===== src/design/bcd_time_of_day_clock_alarm_top_macros.svh =====
// assertion macros for the time-of-day clock block
`ifndef BCD_TIME_OF_DAY_CLOCK_ALARM_TOP_MACROS_SVH
`define BCD_TIME_OF_DAY_CLOCK_ALARM_TOP_MACROS_SVH

// same-cycle implication under synchronous active-low reset
`define BCDTOD_ASSERT_SAME(label, clk, rstn, ante, cons) \
    label: assert property (@(posedge clk) disable iff (!(rstn)) (ante) |-> (cons)) \
        else $error("bcdtod same-cycle check failed");

// next-cycle implication under synchronous active-low reset
`define BCDTOD_ASSERT_NEXT(label, clk, rstn, ante, cons) \
    label: assert property (@(posedge clk) disable iff (!(rstn)) (ante) |=> (cons)) \
        else $error("bcdtod next-cycle check failed");

`endif


===== src/design/bcdtod_pkg.sv =====
// types and constants shared by the time-of-day clock modules
`timescale 1ns / 1ps

package bcdtod_pkg;

    localparam logic [1:0] CMD_TICK  = 2'd0;
    localparam logic [1:0] CMD_READ  = 2'd1;
    localparam logic [1:0] CMD_WRITE = 2'd2;

    localparam logic [1:0] IDX_TENTHS  = 2'd0;
    localparam logic [1:0] IDX_SECONDS = 2'd1;
    localparam logic [1:0] IDX_MINUTES = 2'd2;
    localparam logic [1:0] IDX_HOURS   = 2'd3;

    localparam logic CFG_FIFTY_HZ    = 1'b0;
    localparam logic CFG_ALARM_WRITE = 1'b1;

    localparam logic [7:0] TENTHS_MASK = 8'h0f;
    localparam logic [7:0] HOURS_MASK  = 8'h9f;
    localparam logic [7:0] BYTE_MASK   = 8'h7f;
    localparam logic [7:0] PM_FLIP     = 8'h80;
    localparam logic [4:0] HOURS_TWELVE = 5'h12;

    localparam logic [31:0] HOUR_ONE = 32'h0100_0000;

    localparam logic [2:0] PRESCALE_50 = 3'd5;
    localparam logic [2:0] PRESCALE_60 = 3'd6;

    typedef logic [3:0][7:0] tod_t;

    typedef struct packed {
        logic [1:0] command;
        logic [1:0] reg_index;
        logic [7:0] write_data;
    } item_t;

    typedef struct packed {
        logic [7:0] read_data;
        logic       alarm_irq;
    } result_t;

    typedef struct packed {
        logic fifty_hz;
        logic alarm_write;
    } cfg_t;

endpackage


===== src/design/bcdtod_inc.sv =====
// bcd increment of the time word by one tenth with carries through the hours
`timescale 1ns / 1ps

module bcdtod_inc (
    input  bcdtod_pkg::tod_t tod_in,
    output bcdtod_pkg::tod_t tod_out
);

    logic [3:0] ts;
    logic [3:0] sl;
    logic [2:0] sh;
    logic [3:0] ml;
    logic [2:0] mh;
    logic [3:0] hl;
    logic       hh;
    logic       pm;

    always_comb begin
        ts = tod_in[0][3:0] + 4'd1;
        sl = tod_in[1][3:0];
        sh = tod_in[1][6:4];
        ml = tod_in[2][3:0];
        mh = tod_in[2][6:4];
        hl = tod_in[3][3:0];
        hh = tod_in[3][4];
        pm = tod_in[3][7];
        if (ts == 4'd10) begin
            ts = 4'd0;
            sl = sl + 4'd1;
            if (sl == 4'd10) begin
                sl = 4'd0;
                sh = sh + 3'd1;
                if (sh == 3'd6) begin
                    sh = 3'd0;
                    ml = ml + 4'd1;
                    if (ml == 4'd10) begin
                        ml = 4'd0;
                        mh = mh + 3'd1;
                        if (mh == 3'd6) begin
                            mh = 3'd0;
                            hl = hl + 4'd1;
                            if (hh) begin
                                if (hl == 4'd2) begin
                                    pm = ~pm;
                                end
                                if (hl == 4'd3) begin
                                    hl = 4'd1;
                                    hh = 1'b0;
                                end
                            end else if (hl == 4'd10) begin
                                hl = 4'd0;
                                hh = 1'b1;
                            end
                        end
                    end
                end
            end
        end
        tod_out[0] = {4'd0, ts};
        tod_out[1] = {1'b0, sh, sl};
        tod_out[2] = {1'b0, mh, ml};
        tod_out[3] = {pm, 2'b00, hh, hl};
    end

endmodule


===== src/design/bcdtod_state.sv =====
// clock, alarm, read latch and prescaler state with per-beat command execution
`timescale 1ns / 1ps

module bcdtod_state (
    input  logic                aclk,
    input  logic                aresetn,
    input  bcdtod_pkg::cfg_t    cfg,
    input  logic                exec,
    input  bcdtod_pkg::item_t   item,
    output bcdtod_pkg::result_t result
);

    bcdtod_pkg::tod_t clock_reg, clock_next;
    bcdtod_pkg::tod_t latch_reg, latch_next;
    bcdtod_pkg::tod_t alarm_reg, alarm_next;
    logic             frozen_reg, frozen_next;
    logic             running_reg, running_next;
    logic [2:0]       prescale_reg, prescale_next;

    bcdtod_pkg::tod_t tod_step;
    bcdtod_pkg::tod_t latch_view;
    bcdtod_pkg::tod_t new_word;
    logic [2:0]       pc_inc;
    logic [2:0]       pc_cmp;
    logic [7:0]       wr_byte;
    logic             changed;

    bcdtod_inc u_inc (
        .tod_in  (clock_reg),
        .tod_out (tod_step)
    );

    always_comb begin
        clock_next    = clock_reg;
        latch_next    = latch_reg;
        alarm_next    = alarm_reg;
        frozen_next   = frozen_reg;
        running_next  = running_reg;
        prescale_next = prescale_reg;
        result        = '0;

        pc_inc     = prescale_reg + 3'd1;
        pc_cmp     = cfg.fifty_hz ? bcdtod_pkg::PRESCALE_50 : bcdtod_pkg::PRESCALE_60;
        latch_view = frozen_reg ? latch_reg : clock_reg;

        case (item.reg_index)
            bcdtod_pkg::IDX_TENTHS: begin
                wr_byte = item.write_data & bcdtod_pkg::TENTHS_MASK;
            end
            bcdtod_pkg::IDX_HOURS: begin
                wr_byte = item.write_data & bcdtod_pkg::HOURS_MASK;
                if (wr_byte[4:0] == bcdtod_pkg::HOURS_TWELVE && !cfg.alarm_write) begin
                    wr_byte = wr_byte ^ bcdtod_pkg::PM_FLIP;
                end
            end
            default: begin
                wr_byte = item.write_data & bcdtod_pkg::BYTE_MASK;
            end
        endcase

        new_word = cfg.alarm_write ? alarm_reg : clock_reg;
        changed  = wr_byte != new_word[item.reg_index];
        new_word[item.reg_index] = wr_byte;

        case (item.command)
            bcdtod_pkg::CMD_TICK: begin
                if (running_reg) begin
                    if (pc_inc == pc_cmp) begin
                        prescale_next    = 3'd0;
                        clock_next       = tod_step;
                        result.alarm_irq = tod_step == alarm_reg;
                    end else if (pc_inc > pc_cmp) begin
                        prescale_next = 3'd0;
                    end else begin
                        prescale_next = pc_inc;
                    end
                end
            end
            bcdtod_pkg::CMD_READ: begin
                latch_next       = latch_view;
                result.read_data = latch_view[item.reg_index];
                if (item.reg_index == bcdtod_pkg::IDX_TENTHS) begin
                    frozen_next = 1'b0;
                end else if (item.reg_index == bcdtod_pkg::IDX_HOURS) begin
                    frozen_next = 1'b1;
                end
            end
            bcdtod_pkg::CMD_WRITE: begin
                if (cfg.alarm_write) begin
                    alarm_next       = new_word;
                    result.alarm_irq = changed && (clock_reg == new_word);
                end else begin
                    clock_next       = new_word;
                    result.alarm_irq = changed && (new_word == alarm_reg);
                    if (item.reg_index == bcdtod_pkg::IDX_TENTHS) begin
                        if (!running_reg) begin
                            prescale_next = 3'd0;
                        end
                        running_next = 1'b1;
                    end else if (item.reg_index == bcdtod_pkg::IDX_HOURS) begin
                        running_next = 1'b0;
                    end
                end
            end
            default: begin
            end
        endcase
    end

    always_ff @(posedge aclk) begin
        if (!aresetn) begin
            clock_reg    <= bcdtod_pkg::HOUR_ONE;
            latch_reg    <= bcdtod_pkg::HOUR_ONE;
            alarm_reg    <= '0;
            frozen_reg   <= 1'b0;
            running_reg  <= 1'b0;
            prescale_reg <= 3'd0;
        end else if (exec) begin
            clock_reg    <= clock_next;
            latch_reg    <= latch_next;
            alarm_reg    <= alarm_next;
            frozen_reg   <= frozen_next;
            running_reg  <= running_next;
            prescale_reg <= prescale_next;
        end
    end

endmodule


===== src/design/bcd_time_of_day_clock_alarm_top.sv =====
// top level of the bcd time-of-day clock with alarm
//
//  channel  | direction | ports                                  | beat
//  ---------+-----------+----------------------------------------+-----------------------------
//  s_       | in        | s_command, s_reg_index, s_write_data   | one tick, read or write
//  m_       | out       | m_read_data, m_alarm_irq               | one result per input beat
//  cfg_     | in        | cfg_index, cfg_data                    | one register write
//
// an input beat lands in the input register, is executed against the clock state
// by the combinational bcd step of the state unit and its result goes to the output
// register; one beat per cycle sustained while the output is not stalled.
// reset brings the clock to 1 AM stopped with the alarm at zero; no clearing pass.
// a stalled output holds the executing beat in the input register and drops s_ready.
`timescale 1ns / 1ps
`include "bcd_time_of_day_clock_alarm_top_macros.svh"

module bcd_time_of_day_clock_alarm_top (
    input  logic       aclk,
    input  logic       aresetn,

    input  logic       s_valid,
    output logic       s_ready,
    input  logic [1:0] s_command,
    input  logic [1:0] s_reg_index,
    input  logic [7:0] s_write_data,

    output logic       m_valid,
    input  logic       m_ready,
    output logic [7:0] m_read_data,
    output logic       m_alarm_irq,

    input  logic       cfg_valid,
    output logic       cfg_ready,
    input  logic       cfg_index,
    input  logic       cfg_data
);

    bcdtod_pkg::cfg_t    cfg_reg;
    bcdtod_pkg::item_t   in_item_reg;
    logic                in_valid_reg;
    bcdtod_pkg::result_t out_res_reg;
    logic                out_valid_reg;
    bcdtod_pkg::result_t res;
    logic                advance;

    assign advance   = in_valid_reg && (!out_valid_reg || m_ready);
    assign s_ready   = !in_valid_reg || advance;
    assign cfg_ready = 1'b1;

    always_ff @(posedge aclk) begin
        if (!aresetn) begin
            cfg_reg <= '0;
        end else if (cfg_valid) begin
            case (cfg_index)
                bcdtod_pkg::CFG_FIFTY_HZ: begin
                    cfg_reg.fifty_hz <= cfg_data;
                end
                bcdtod_pkg::CFG_ALARM_WRITE: begin
                    cfg_reg.alarm_write <= cfg_data;
                end
                default: begin
                end
            endcase
        end
    end

    always_ff @(posedge aclk) begin
        if (!aresetn) begin
            in_valid_reg <= 1'b0;
        end else if (s_ready) begin
            in_valid_reg <= s_valid;
        end
    end

    always_ff @(posedge aclk) begin
        if (s_valid && s_ready) begin
            in_item_reg.command    <= s_command;
            in_item_reg.reg_index  <= s_reg_index;
            in_item_reg.write_data <= s_write_data;
        end
    end

    bcdtod_state u_state (
        .aclk    (aclk),
        .aresetn (aresetn),
        .cfg     (cfg_reg),
        .exec    (advance),
        .item    (in_item_reg),
        .result  (res)
    );

    always_ff @(posedge aclk) begin
        if (!aresetn) begin
            out_valid_reg <= 1'b0;
        end else if (advance) begin
            out_valid_reg <= 1'b1;
        end else if (m_ready) begin
            out_valid_reg <= 1'b0;
        end
    end

    always_ff @(posedge aclk) begin
        if (advance) begin
            out_res_reg <= res;
        end
    end

    assign m_valid     = out_valid_reg;
    assign m_read_data = out_res_reg.read_data;
    assign m_alarm_irq = out_res_reg.alarm_irq;

    `BCDTOD_ASSERT_SAME(a_not_ready_means_full, aclk, aresetn, !s_ready, in_valid_reg)
    `BCDTOD_ASSERT_NEXT(a_exec_fills_output, aclk, aresetn, advance, m_valid)
    `BCDTOD_ASSERT_NEXT(a_read_no_irq, aclk, aresetn,
        advance && in_item_reg.command == bcdtod_pkg::CMD_READ, !m_alarm_irq)
    `BCDTOD_ASSERT_NEXT(a_nonread_zero_data, aclk, aresetn,
        advance && in_item_reg.command != bcdtod_pkg::CMD_READ, m_read_data == 8'd0)

endmodule

===== config.mk =====
export PLATFORM = sky130hd
export DESIGN_NAME = bcd_time_of_day_clock_alarm_top
export DESIGN_NICKNAME = d
export VERILOG_FILES = /design/src/design/bcdtod_pkg.sv /design/src/design/bcdtod_inc.sv /design/src/design/bcdtod_state.sv /design/src/design/bcd_time_of_day_clock_alarm_top.sv
export VERILOG_INCLUDE_DIRS = /design/src /design/src/design
export SDC_FILE = /design/constraint.sdc
export NUM_CORES = 1
export LEC_CHECK = 0
export BUFFER_PORTS_ARGS = -buffer_cell sky130_fd_sc_hd__buf_2
export CORE_AREA = 2 2 126 128
export DETAILED_ROUTE_END_ITERATION = 16
export DIE_AREA = 0 0 128 130
export PLACE_DENSITY = 0.79
export SKIP_LAST_GASP = 1
export SLEW_MARGIN = 20
export SYNTH_ARGS = -nofsm -noshare
export SYNTH_HDL_FRONTEND = slang
export SYNTH_SLANG_ARGS = --single-unit

===== constraint.sdc =====
create_clock -name aclk -period 10.1 [get_ports aclk]
set_clock_uncertainty 0.15 [all_clocks]
set_input_delay 1.515 -clock aclk [delete_from_list [all_inputs] [get_ports aclk]]
set_output_delay 1.515 -clock aclk [all_outputs]
set_load 0.005 [all_outputs]

# Word level (Yosys, flattened, before mapping)
# Index checks and enable logic that the tools add are counted.
# classes
add_sub_neg	7
n_lt_le_gt_ge	3
eq_ne	22
muxes	71
bitwise_logic	4
reduce_logical	24
# ops
operator	n
two-way mux 32 bit	5
equality test 32 bit	3
one-hot mux 32 bit (2 select lines)	1
two-way mux 4 bit	15
two-way mux 3 bit	14
binary-select mux 8 bit (select 2 bit)	2
bitwise mux 32 bit	1
two-way mux 8 bit	4
two-way mux 1 bit	24
adder 4 x 1 -> 4 bit (second input constant)	4
demux 8 bit (select 2 bit)	1
equality test 4 bit (second input constant)	4
one-hot mux 8 bit (2 select lines)	1
adder 3 x 1 -> 3 bit (second input constant)	3
equality test 4 x 2 -> 1 bit (second input constant)	2
!= test 8 bit	1
equality test 3 bit (second input constant)	2
logical AND 1 bit	6
!= test 2 x 1 -> 1 bit (second input constant)	3
one-hot mux 3 bit (2 select lines)	1
AND reduction 2 bit	3
AND reduction 3 bit	2
AND reduction 6 bit	1
nonzero test 2 bit	3
other kinds (16)	25
# word_totals
reg_bits	126
out_inout_bits	12

# Logic depth before layout (Yosys ltp)
# Gate-level depths: netlist of the first run.
# depth
depth_word	13
mapped_depth	15

# Cells and area by module
# Synthesis of the first run repeated with hierarchy kept, for this count alone.
# hier_totals
hier_cells	1165
hier_area_um2	9320.2
# by_module_without_submodules
mod	instances	cells_each	area_each_um2	seq_area_each_um2
bcdtod_state	1	987	7487.2	2021.9
bcdtod_inc	1	137	1016.0	0.0
bcd_time_of_day_clock_alarm_top	1	41	817.0	710.7

# Worst setup path before layout of the first run
# OpenSTA, ideal clock, no wires.
# synth_timing
path_type	register to register
from	register in_item_reg[9] (netlist name)
to	register out_res_reg, in the netlist m_alarm_irq, data pin
setup_ns	0.180
arrival_time_ns	3.776
required_time_ns	9.770
path_slack_ns	5.994
stages_incl_launch_ff	15
n_path_buf	4
path_cell_list	edfxtp_1 clkbuf_1 buf_1 buf_2 inv_1 ha_1 clkbuf_1 mux2i_1 o22ai_1 or3_1 or4_1 a22o_1 nor4_1 nand4_1 o41ai_2
# synth_lines
element	line_no	text
from (decl)	bcd_time_of_day_clock_alarm_top.sv:39	bcdtod_pkg::item_t in_item_reg;
to (signal assigned)	bcd_time_of_day_clock_alarm_top.sv:104	out_res_reg <= res;
to (decl)	bcd_time_of_day_clock_alarm_top.sv:41	bcdtod_pkg::result_t out_res_reg;

==> results.ini, run 1 <==
[outcome]
outcome=completed

[final_layout]
syn2layout_area_growth_pct=6.69
final_util_pct=67.9
fillers=1280
antenna_cells=0
fin_nets=1158
fin_area_um2=10500
drive_gt1_share_pct=11.7

[synthesis]
synth_edf_count=21
ys_seq_elements=126
yosysWarnings=0
syn-cell-area_um2=9810
synth_top_area_cell=dfxtp_1
synthTopCellsByArea=dfxtp_1 21%, mux2i_1 9.3%, mux4_2 7.3%
yosys.cell_count.top_type=nand2_1
synthDistinctLibCells=89
synthArstFlopShare_pct=0
syn-num-nets=1211
synth_top_flop_cell=dfxtp_1
yosysTopAreaCellShare_pct=21.4
ys_seq_area_share_pct=27.9
synthCells=1172
synth_common_cells=179 x nand2_1, 105 x dfxtp_1, 91 x mux2i_1
avgSynthCellArea_um2=8.37

[timing]
timing.slew.headroom_pct=28.8
hold_viol=0
grt_setup_unrepaired=false
worst_slew_pin_slew_ns=1.06
fin_ws_ns=6.08
drv_slew=0
setup_violations=0
post-route-period-util_pct=39.8
fmax_mhz=249
tns_ns=0
fin_crit_ns=4.02

[drt]
viasPerCell=6.87
wl_per_cell_um=22.5
ant_nets=0
routed_wl_um=29700
drc=0
num_vias=9099
drtIter0Drc=1071
firstDrtPassIters=6

[setup_path]
path_class=register to register
setup.worst_path.start=in_item_reg[8]$_DFFE_PP_
critPathLaunchType=register
path_buf_inv=2
cp.arrival_ns=4.10
r2r_start=in_item_reg[8]$_DFFE_PP_
cp_slowest_cell=edfxtp_1
cpLargestDelayFamily=simple AND/OR/NAND/NOR gates
required_ns=10.18
path_cells=inv_2 > ha_1 > buf_4 > mux2i_1 > o22ai_1 > or3_1 > or4_1 > a22o_1 > nor4_1 > nand4_1 > o41ai_2
critPathMaxStageDelay_ns=0.59
critPathMaxFanout=32
cp-end-kind=register

[min_path]
holdCritStartpoint=u_state.latch_reg[4]$_SDFFE_PN0P_
hold_class=register to register

[placed_design]
place_hpwl_um=19500
pre_cts_ws_ns=6.17
io_buffers=29
routabilityCongestion=1.02
placed_cell_area_um2=9850

[power]
peakVddDrop_uv=179
p_leak_nw=3.53
p_per_area_nw_per_um2=125

[clocking]
cts_root_buf=clkbuf_16
cts_buffers=17
cts_max_level=4
cts_num_sinks=126
ctsHoldBuffers=0
cts.clk_slew.worst_paths_ns=0.06
clockBufferDepth=2
postCtsResizedCells=0
clock_latency_ns=0.42
tritoncts=yes
post_cts_buffers=0

[global_routing]
antenna_found_initial=0
grtUsageTotal_pct=36.3
grt_max_degree=106
grt_pass1_wl_um=46500
grt_pass1_vias=8442
overflow=0

[floorplan]
rows=46
core_um2=15400
die_h_um=130
dieWidth_um=128
die_area_um2=16600
start_util_pct=63.6
ioPinCount=31

[run]
max-cap-violations=0

[cell usage in the layout, fill, tap and decap left out, drive strengths merged, types with 6 or more instances in the layout]
master / count
mux4: 32
inv: 32
o21ai: 72
nand4: 11
ha: 20
clkbuf: 18
nand2b: 13
nor2b: 41
o211a: 7
a211oi: 8
and2: 23
nand3: 21
a21boi: 48
nor4: 8
nor2: 46
nand2: 180
a22oi: 13
a21oi: 51
o31ai: 6
dfxtp: 105
edfxtp: 21
o21a: 6
or4: 6
nor3: 22
o211ai: 13
o22ai: 7
buf: 44
mux2i: 91
or3: 6
xor2: 26
xnor2: 46
[worst min-delay path, delay by kind of cell, from the launching register on]
kind | cells | cell delay, ns
simple gates | 1 | 0.04
flops | 1 | 0.31
compound gates | 1 | 0.06
[layer usage]
metal / wire [um] / up-vias / GRT usage [%] / part of all wire [%]
met2: 13400 / 614 / 57.1 / 45
met5: 0 / - / 0 / 0
li1: - / 4086 / - / -
met3: 3110 / 130 / 8.98 / 10
met1: 11800 / 4269 / 47.4 / 40
met4: 1400 / 0 / 17.1 / 4.7
[final cells by class]
type	count	area, um^2	share of cell area (%)
repair buffers	44	258	2.46
clock buffers	18	450	4.30
clock inverters	14	165	1.58
inverters	25	93.8	0.896
flip-flops and latches	126	2740	26.1
multi-input cells	905	6530	62.3
well taps	192	240	2.29
[path summary, 6_finish.rpt]
path / cells after the start / to / slack (ns)
worst max-delay path: 11 / m_alarm_irq$_DFFE_PP_ / 6.08
worst min-delay path: 2 / u_state.latch_reg[4]$_SDFFE_PN0P_ / 0.31
worst max register to register: 11 / m_alarm_irq$_DFFE_PP_ / 6.08
worst min register to register: 2 / u_state.latch_reg[4]$_SDFFE_PN0P_ / 0.31
[cells by family after synthesis]
logic type / share of synthesized area (%)
xor gates and xnor gates: 6.66
other: 0.0382
muxes: 17.0
and+or+nand+nor: 19.8
DFF: 27.9
AOI/OAI and AO/OA: 20.2
buffers and inverters: 5.79
adders and majority gates: 2.65
[power by group]
part           total [W]  internal (W)  switching (W)
combinational   0.000128     0.0000526      0.0000758
clock           0.000646      0.000387       0.000259
sequential      0.000539      0.000518      0.0000212
[metrics by stage]
| stage | hold WS (ns) | power, W | instances |
|---|---|---|---|
| final | 0.313 | 0.00131 | 1324 |
| after global routing | 0.329 | 0.00135 | 1324 |
| after CTS | 0.316 | 0.00131 | 1324 |
| after detailed placement | 0.306 | 0.000673 | 1292 |
| after global placement | 0.300 | 0.000672 | 1292 |
| after floorplan | 0.290 | 0.000638 | 1172 |
Power figures use the tool's default switching activity.
==> run 2, diff against run 1 <==
--- a/config.mk
+++ b/config.mk
@@ -6,11 +6,12 @@
 export SDC_FILE = /design/constraint.sdc
 export NUM_CORES = 1
 export LEC_CHECK = 0
+export ABC_AREA = 1
 export BUFFER_PORTS_ARGS = -buffer_cell sky130_fd_sc_hd__buf_2
-export CORE_AREA = 2 2 126 128
+export CORE_AREA = 2 2 120 122
 export DETAILED_ROUTE_END_ITERATION = 16
-export DIE_AREA = 0 0 128 130
-export PLACE_DENSITY = 0.79
+export DIE_AREA = 0 0 122 124
+export PLACE_DENSITY = 0.77
 export SKIP_LAST_GASP = 1
 export SLEW_MARGIN = 20
 export SYNTH_ARGS = -nofsm -noshare
==> constraint.sdc (replaced) <==
create_clock -name aclk -period 3.89 [get_ports aclk]
set_clock_uncertainty 0.15 [all_clocks]
set_input_delay 0.5835 -clock aclk [delete_from_list [all_inputs] [get_ports aclk]]
set_output_delay 0.5835 -clock aclk [all_outputs]
set_load 0.005 [all_outputs]
==> results.ini, run 2 <==
[outcome]
outcome=completed  ; unchanged

[timing]
holdWs_ns=0.179  ; was 0.313 ns
drv_slew=0  ; unchanged
tns_ns=0  ; unchanged
grt_setup_unrepaired=false  ; unchanged
worst_slew_pin_slew_ns=1.11  ; was 1.06 ns
setup_violations=0  ; unchanged
fmax_mhz=329  ; was 249 MHz
hold_viol=0  ; unchanged
fin_ws_ns=0.851  ; was 6.08 ns
fin_crit_ns=3.04  ; was 4.02 ns
timing.slew.headroom_pct=26.2  ; was 28.8%
post-route-period-util_pct=78.1  ; was 39.8%

[clocking]
cts_max_level=4  ; unchanged
cts_root_buf=clkbuf_16  ; unchanged
post_cts_buffers=0  ; unchanged
cts_buffers=17  ; unchanged
cts_num_sinks=126  ; unchanged
ctsHoldBuffers=0  ; unchanged
clockBufferDepth=2  ; unchanged
tritoncts=yes  ; unchanged
clock_latency_ns=0.43  ; was 0.42 ns
cts.clk_slew.worst_paths_ns=0.06  ; about the same
postCtsResizedCells=0  ; unchanged

[floorplan]
dieWidth_um=122  ; was 128 um
start_util_pct=62.6  ; was 63.6%
rows=43  ; was 46
ioPinCount=31  ; unchanged
core_um2=13700  ; was 15400 um^2
die_area_um2=15100  ; was 16600 um^2
die_h_um=124  ; was 130 um

[final_layout]
multi_input_area_um2=5060  ; was 6530 um^2
fin_nets=1381  ; was 1158
fillers=1257  ; was 1280
final_common_cell=nand2_1  ; unchanged
syn2layout_area_growth_pct=9.51  ; was 6.69%
antenna_cells=0  ; unchanged
drive_gt1_share_pct=8.12  ; was 11.7%
final_cell_mix=392 x nand2_1, 151 x o21ai_0, 128 x nor2_1  ; was 179 x nand2_1, 104 x dfxtp_1, 91 x mux2i_1
seqCellArea_um2=2740  ; about the same
final_util_pct=68.6  ; was 67.9%

[setup_path]
path_cells=clkinv_1 > buf_4 > ha_1 > inv_1 > o21ai_0 > nand2_1 > o21ai_0 > nor2_1 > nand3_1 > nor2_1 > nand2_1 > nor2_1 > nand2_1 > nand2_1  ; was inv_2 > ha_1 > buf_4 > mux2i_1 > o22ai_1 > or3_1 > or4_1 > a22o_1 > nor4_1 > nand4_1 > o41ai_2
critPathMaxStageDelay_ns=0.68  ; was 0.59 ns
r2r_start=in_item_reg[9]$_DFFE_PP_  ; was in_item_reg[8]$_DFFE_PP_
ff2ff_setup_slack_ns=0.85  ; was 6.08 ns
path_buf_inv=3  ; was 2
required_ns=3.92  ; was 10.18 ns
setup.worst_path.start=in_item_reg[9]$_DFFE_PP_  ; was in_item_reg[8]$_DFFE_PP_
cp_slowest_cell=o21ai_0  ; was edfxtp_1
worst_path_most_repeated_cell=nand2_1
cp.arrival_ns=3.07  ; was 4.10 ns
cp-end-kind=register  ; unchanged
cpLargestDelayFamily=compound AO/OA/AOI/OAI gates  ; was simple AND/OR/NAND/NOR gates
critPathMaxFanout=17  ; was 32
path_class=register to register  ; unchanged
critPathLaunchType=register  ; unchanged

[drt]
drtIter0Drc=1259  ; was 1071
firstDrtPassIters=6  ; unchanged
ant_nets=0  ; unchanged
routed_wl_um=27300  ; was 29700 um
num_vias=9326  ; was 9099
wl_per_cell_um=17.8  ; was 22.5 um
drc=0  ; unchanged
viasPerCell=6.08  ; was 6.87

[synthesis]
synth_edf_count=21  ; unchanged
syn-num-nets=1390  ; was 1211
synthDistinctLibCells=43  ; was 89
synth_common_cells=392 x nand2_1, 151 x o21ai_0, 129 x nor2_1  ; was 179 x nand2_1, 105 x dfxtp_1, 91 x mux2i_1
yosysWarnings=0  ; unchanged
synth_top_area_cell=dfxtp_1  ; unchanged
syn-cell-area_um2=8590  ; was 9810 um^2
synthTopCellsByArea=dfxtp_1 24%, nand2_1 17%, o21ai_0 8.8%  ; was dfxtp_1 21%, mux2i_1 9.3%, mux4_2 7.3%
yosysTopAreaCellShare_pct=24.5  ; was 21.4%
avgSynthCellArea_um2=6.36  ; was 8.37 um^2
yosys.cell_count.top_type=nand2_1  ; unchanged
synthArstFlopShare_pct=0  ; unchanged
synthCells=1351  ; was 1172
ys_seq_elements=126  ; unchanged
ys_seq_area_share_pct=31.8  ; was 27.9%
synth_top_flop_cell=dfxtp_1  ; unchanged

[placed_design]
pre_cts_ws_ns=0.663  ; was 6.17 ns
place_hpwl_um=19300  ; was 19500 um
routabilityCongestion=1.06  ; was 1.02
io_buffers=29  ; unchanged

[global_routing]
grt_pass1_vias=8223  ; was 8442
grt_pass1_wl_um=42600  ; was 46500 um
antenna_found_initial=0  ; unchanged
overflow=0  ; unchanged
grtUsageTotal_pct=36.7  ; was 36.3%
grt_max_degree=119  ; was 106

[run]
max-cap-violations=0  ; unchanged

[power]
p_leak_nw=4.01  ; was 3.53 nW
p_per_area_nw_per_um2=383  ; was 125 nW/um^2
peakVddDrop_uv=348  ; was 179 uV

[min_path]
hold_class=input pin to register  ; was register to register
holdCritStartpoint=s_write_data[2]  ; was u_state.latch_reg[4]$_SDFFE_PN0P_

-- run 2: changes by cell type after synthesis, moves of 57 or more --
| cell | delta |
|---|---|
| nand2_1 | +213 |
| nand3_1 | +57 |
| nor2_1 | +84 |
| o21ai_0 | +81 |
| mux2i_1 | -89 |
| inv_1 | +101 |
-- run 2: worst register-to-register path, stage by stage, from the launching register on --
cell and delay (ns):
edfxtp_1 0.42, clkinv_1 0.08, buf_4 0.24, ha_1 0.35
inv_1 0.20, o21ai_0 0.68, nand2_1 0.13, o21ai_0 0.13
nor2_1 0.07, nand3_1 0.06, nor2_1 0.06, nand2_1 0.08
nor2_1 0.04, nand2_1 0.05, nand2_1 0.06
-- run 2: cells by family (layout without fill, tap and decap cells) --
family | Yosys count | after routing | share of synthesized area [%]
xor+xnor | 20 | 20 | 2.04
flops | 126 | 126 | 31.8
buf+inv | 202 | 206 | 9.32
fa+ha+maj | 20 | 20 | 2.91
mux | 2 | 2 | 0.233
compound gates | 337 | 337 | 22.6
other cells | 1 | 1 | 0.0437
simple gates | 643 | 643 | 31.0
-- run 2: path summary, 6_finish.rpt --
kind / to / depth (start not counted)
hold / removal: in_item_reg[2]$_DFFE_PP_ / 1
setup reg to reg: m_alarm_irq$_DFFE_PP_ / 14
setup / recovery: m_alarm_irq$_DFFE_PP_ / 14
hold reg to reg: u_state.latch_reg[8]$_SDFFE_PN0P_ / 2
-- run 2: cell type report --
class	count	area share, %
Multi-Input combinational cell	1023	53.8
Sequential cell	126	29.1
Inverter	134	5.35
Clock buffer	19	4.71
Timing Repair Buffer	40	2.69
Tap cell	180	2.39
Clock inverter	13	1.98
-- run 2: power by group --
part	switching (W)	leakage, nW	internal (W)
Combinational	0.000334	2.65	0.000142
Clock	0.000628	0.308	0.00109
Sequential	0.0000397	1.06	0.00136
-- run 2: layer usage --
layer / vias to the layer above / wire (um) / share of wire, % / GRT usage (%)
li1: 4465 / - / - / -
met1: 4248 / 11300 / 41 / 48.5
met2: 512 / 12000 / 44 / 56.7
met3: 101 / 2540 / 9.3 / 6.96
met4: 0 / 1530 / 5.6 / 20.3
met5: - / 0 / 0 / 0
-- run 2: per-stage QoR --
step	std cells	instance area (um^2)	power, W
2_1_floorplan	1351	8590	0.00175
3_3_place_gp	1503	8780	0.00188
3_5_place_dp	1503	8780	0.00188
4_1_cts	1535	9410	0.00359
5_1_grt	1535	9410	0.00371
6_report	1535	9410	0.00360
==> run 3, diff against run 2 <==
==> constraint.sdc (replaced) <==
create_clock -name aclk -period 3 [get_ports aclk]
set_clock_uncertainty 0.15 [all_clocks]
set_input_delay 0.45 -clock aclk [delete_from_list [all_inputs] [get_ports aclk]]
set_output_delay 0.45 -clock aclk [all_outputs]
set_load 0.005 [all_outputs]
==> results.ini, run 3 (synthesis gave the netlist of run 2 again) <==
[final_layout]
final_cell_mix=392 x nand2_1, 151 x o21ai_0, 128 x nor2_1  ; unchanged
antenna_cells=0  ; unchanged
drive_gt1_share_pct=10.2  ; was 8.12%
final_util_pct=69.7  ; was 68.6%
fin_area_um2=9560  ; was 9410 um^2
final_common_cell=nand2_1  ; unchanged
fin_nets=1409  ; was 1381
syn2layout_area_growth_pct=11.3  ; was 9.51%

[placed_design]
routabilityCongestion=1.03  ; was 1.06
io_buffers=29  ; unchanged
place_hpwl_um=21000  ; was 19300 um
placed_cell_area_um2=8970  ; was 8780 um^2

[power]
pwr-share-clk_pct=45.5  ; was 47.8%
comb_power_share_pct=14.5  ; was 13.2%
p_leak_nw=4.12  ; was 4.01 nW
p_per_area_nw_per_um2=476  ; was 383 nW/um^2
p_sw_share_pct=30.1  ; was 27.8%
pwr-share-seq_pct=40.0  ; was 39.0%
p_int_w=0.00318  ; was 0.00260 W
peakVddDrop_uv=583  ; was 348 uV
switchingPower_w=0.00137  ; was 0.00100 W

[timing]
fin_crit_ns=2.88  ; was 3.04 ns
drv_slew=0  ; unchanged
hold_viol=0  ; unchanged
setup_violations=0  ; unchanged
grt_setup_unrepaired=false  ; unchanged
worst_slew_pin_slew_ns=0.950  ; was 1.11 ns
tns_ns=0  ; unchanged
post-route-period-util_pct=96.0  ; was 78.1%
timing.slew.headroom_pct=36.6  ; was 26.2%
fmax_mhz=347  ; was 329 MHz

[floorplan]
core_um2=13700  ; unchanged
ioPinCount=31  ; unchanged
die_area_um2=15100  ; unchanged
die_h_um=124  ; unchanged
start_util_pct=62.6  ; unchanged
dieWidth_um=122  ; unchanged
rows=43  ; unchanged

[drt]
drtIter0Drc=1164  ; was 1259
ant_nets=0  ; unchanged
viasPerCell=6.04  ; was 6.08
drc=0  ; unchanged
num_vias=9443  ; was 9326
routed_wl_um=28900  ; was 27300 um
firstDrtPassIters=8  ; was 6
wl_per_cell_um=18.5  ; was 17.8 um

[clocking]
cts_buffers=17  ; unchanged
cts_num_sinks=126  ; unchanged
post_cts_buffers=0  ; unchanged
cts_root_buf=clkbuf_16  ; unchanged
cts_max_level=4  ; unchanged
cts.clk_slew.worst_paths_ns=0.06  ; about the same
clock_latency_ns=0.43  ; about the same
tritoncts=yes  ; unchanged
clockBufferDepth=2  ; unchanged

[setup_path]
critPathLaunchType=register  ; unchanged
required_ns=3.15  ; was 3.92 ns
path_cells=buf_4 > ha_1 > inv_1 > nor2_1 > nand3_1 > mux2i_2 > or2_2 > nand3_1 > nor2_1 > nand2_1 > nand2_1  ; was clkinv_1 > buf_4 > ha_1 > inv_1 > o21ai_0 > nand2_1 > o21ai_0 > nor2_1 > nand3_1 > nor2_1 > nand2_1 > nor2_1 > nand2_1 > nand2_1
path_class=register to register  ; unchanged
cp-end-kind=register  ; unchanged
cp.arrival_ns=3.03  ; was 3.07 ns
critPathMaxFanout=31  ; was 17
critPathMaxStageDelay_ns=0.42  ; was 0.68 ns
cp_slowest_cell=mux2i_2  ; was o21ai_0

[global_routing]
overflow=0  ; unchanged
grt_pass1_wl_um=45200  ; was 42600 um
grtUsageTotal_pct=39.4  ; was 36.7%
grt_pass1_vias=8555  ; was 8223
grt_max_degree=52  ; was 119
antenna_found_initial=0  ; unchanged

[min_path]
hold_class=input pin to register  ; unchanged

[run]
max-cap-violations=0  ; unchanged

[outcome]
outcome=completed  ; unchanged

## run 3: final timing paths
kind / endpoint / cells after the start / slack, ns / from
hold reg to reg: u_state.latch_reg[29]$_SDFFE_PN0P_ / 2 / 0.30 / u_state.latch_reg[29]$_SDFFE_PN0P_
setup / recovery: m_alarm_irq$_DFFE_PP_ / 11 / 0.12 / in_item_reg[8]$_DFFE_PP_
setup reg to reg: m_alarm_irq$_DFFE_PP_ / 11 / 0.12 / in_item_reg[8]$_DFFE_PP_
hold / removal: in_item_reg[11]$_DFFE_PP_ / 1 / 0.04 / s_command[1]
## run 3: timing repair
action	4_1_cts	5_1_grt
resized for setup	0	2
hold buffers	0	0
endpoints found under the hold margin	0	0
setup endpoints to repair	0	1
## run 3: worst max-delay path, delay by kind of cell, from the launching register on
family | cells | cell delay [ns]
adder cells (fa/ha/maj) | 1 | 0.26
buffers and inverters | 2 | 0.49
flip-flops | 1 | 0.35
multiplexers | 1 | 0.42
AND/OR/NAND/NOR | 7 | 1.07
## run 3: layer usage
metal	share of wire (%)	global-route usage, %	vias to the layer above	wire [um]
li1	-	-	4527	-
met1	41	50.9	4266	11700
met2	44	61.7	555	12700
met3	10	9.02	95	2940
met4	5.3	20.5	0	1530
met5	0	0	-	0
## run 3: metrics by stage
step | total power (W) | setup slack, ns | cells | hold slack [ns]
global placement | 0.00248 | 0.167 | 1531 | 0.290
detailed placement | 0.00249 | 0.161 | 1531 | 0.296
global route | 0.00469 | 0.0286 | 1563 | 0.0323
finish | 0.00455 | 0.120 | 1563 | 0.0370
CTS | 0.00452 | 0.141 | 1563 | 0.0357
floorplan | 0.00227 | 0.121 | 1351 | 0.279
## run 3: cell type report
type                            instances  area [um^2]
Sequential cell                       126         2740
Tap cell                              180          225
Timing Repair Buffer                   68          450
Inverter                              134          503
Fill cell                            1247         4160
Clock inverter                         14          129
Clock buffer                           18          450
Multi-Input combinational cell       1023         5060
## run 3: power groups by stage
stage               logic (W)  registers (W)  clock network, W
finish               0.000661        0.00182           0.00207
global placement     0.000629        0.00185                 0
detailed placement   0.000634        0.00185                 0
CTS                  0.000638        0.00182           0.00206
floorplan            0.000433        0.00183                 0
global route         0.000721        0.00183           0.00215
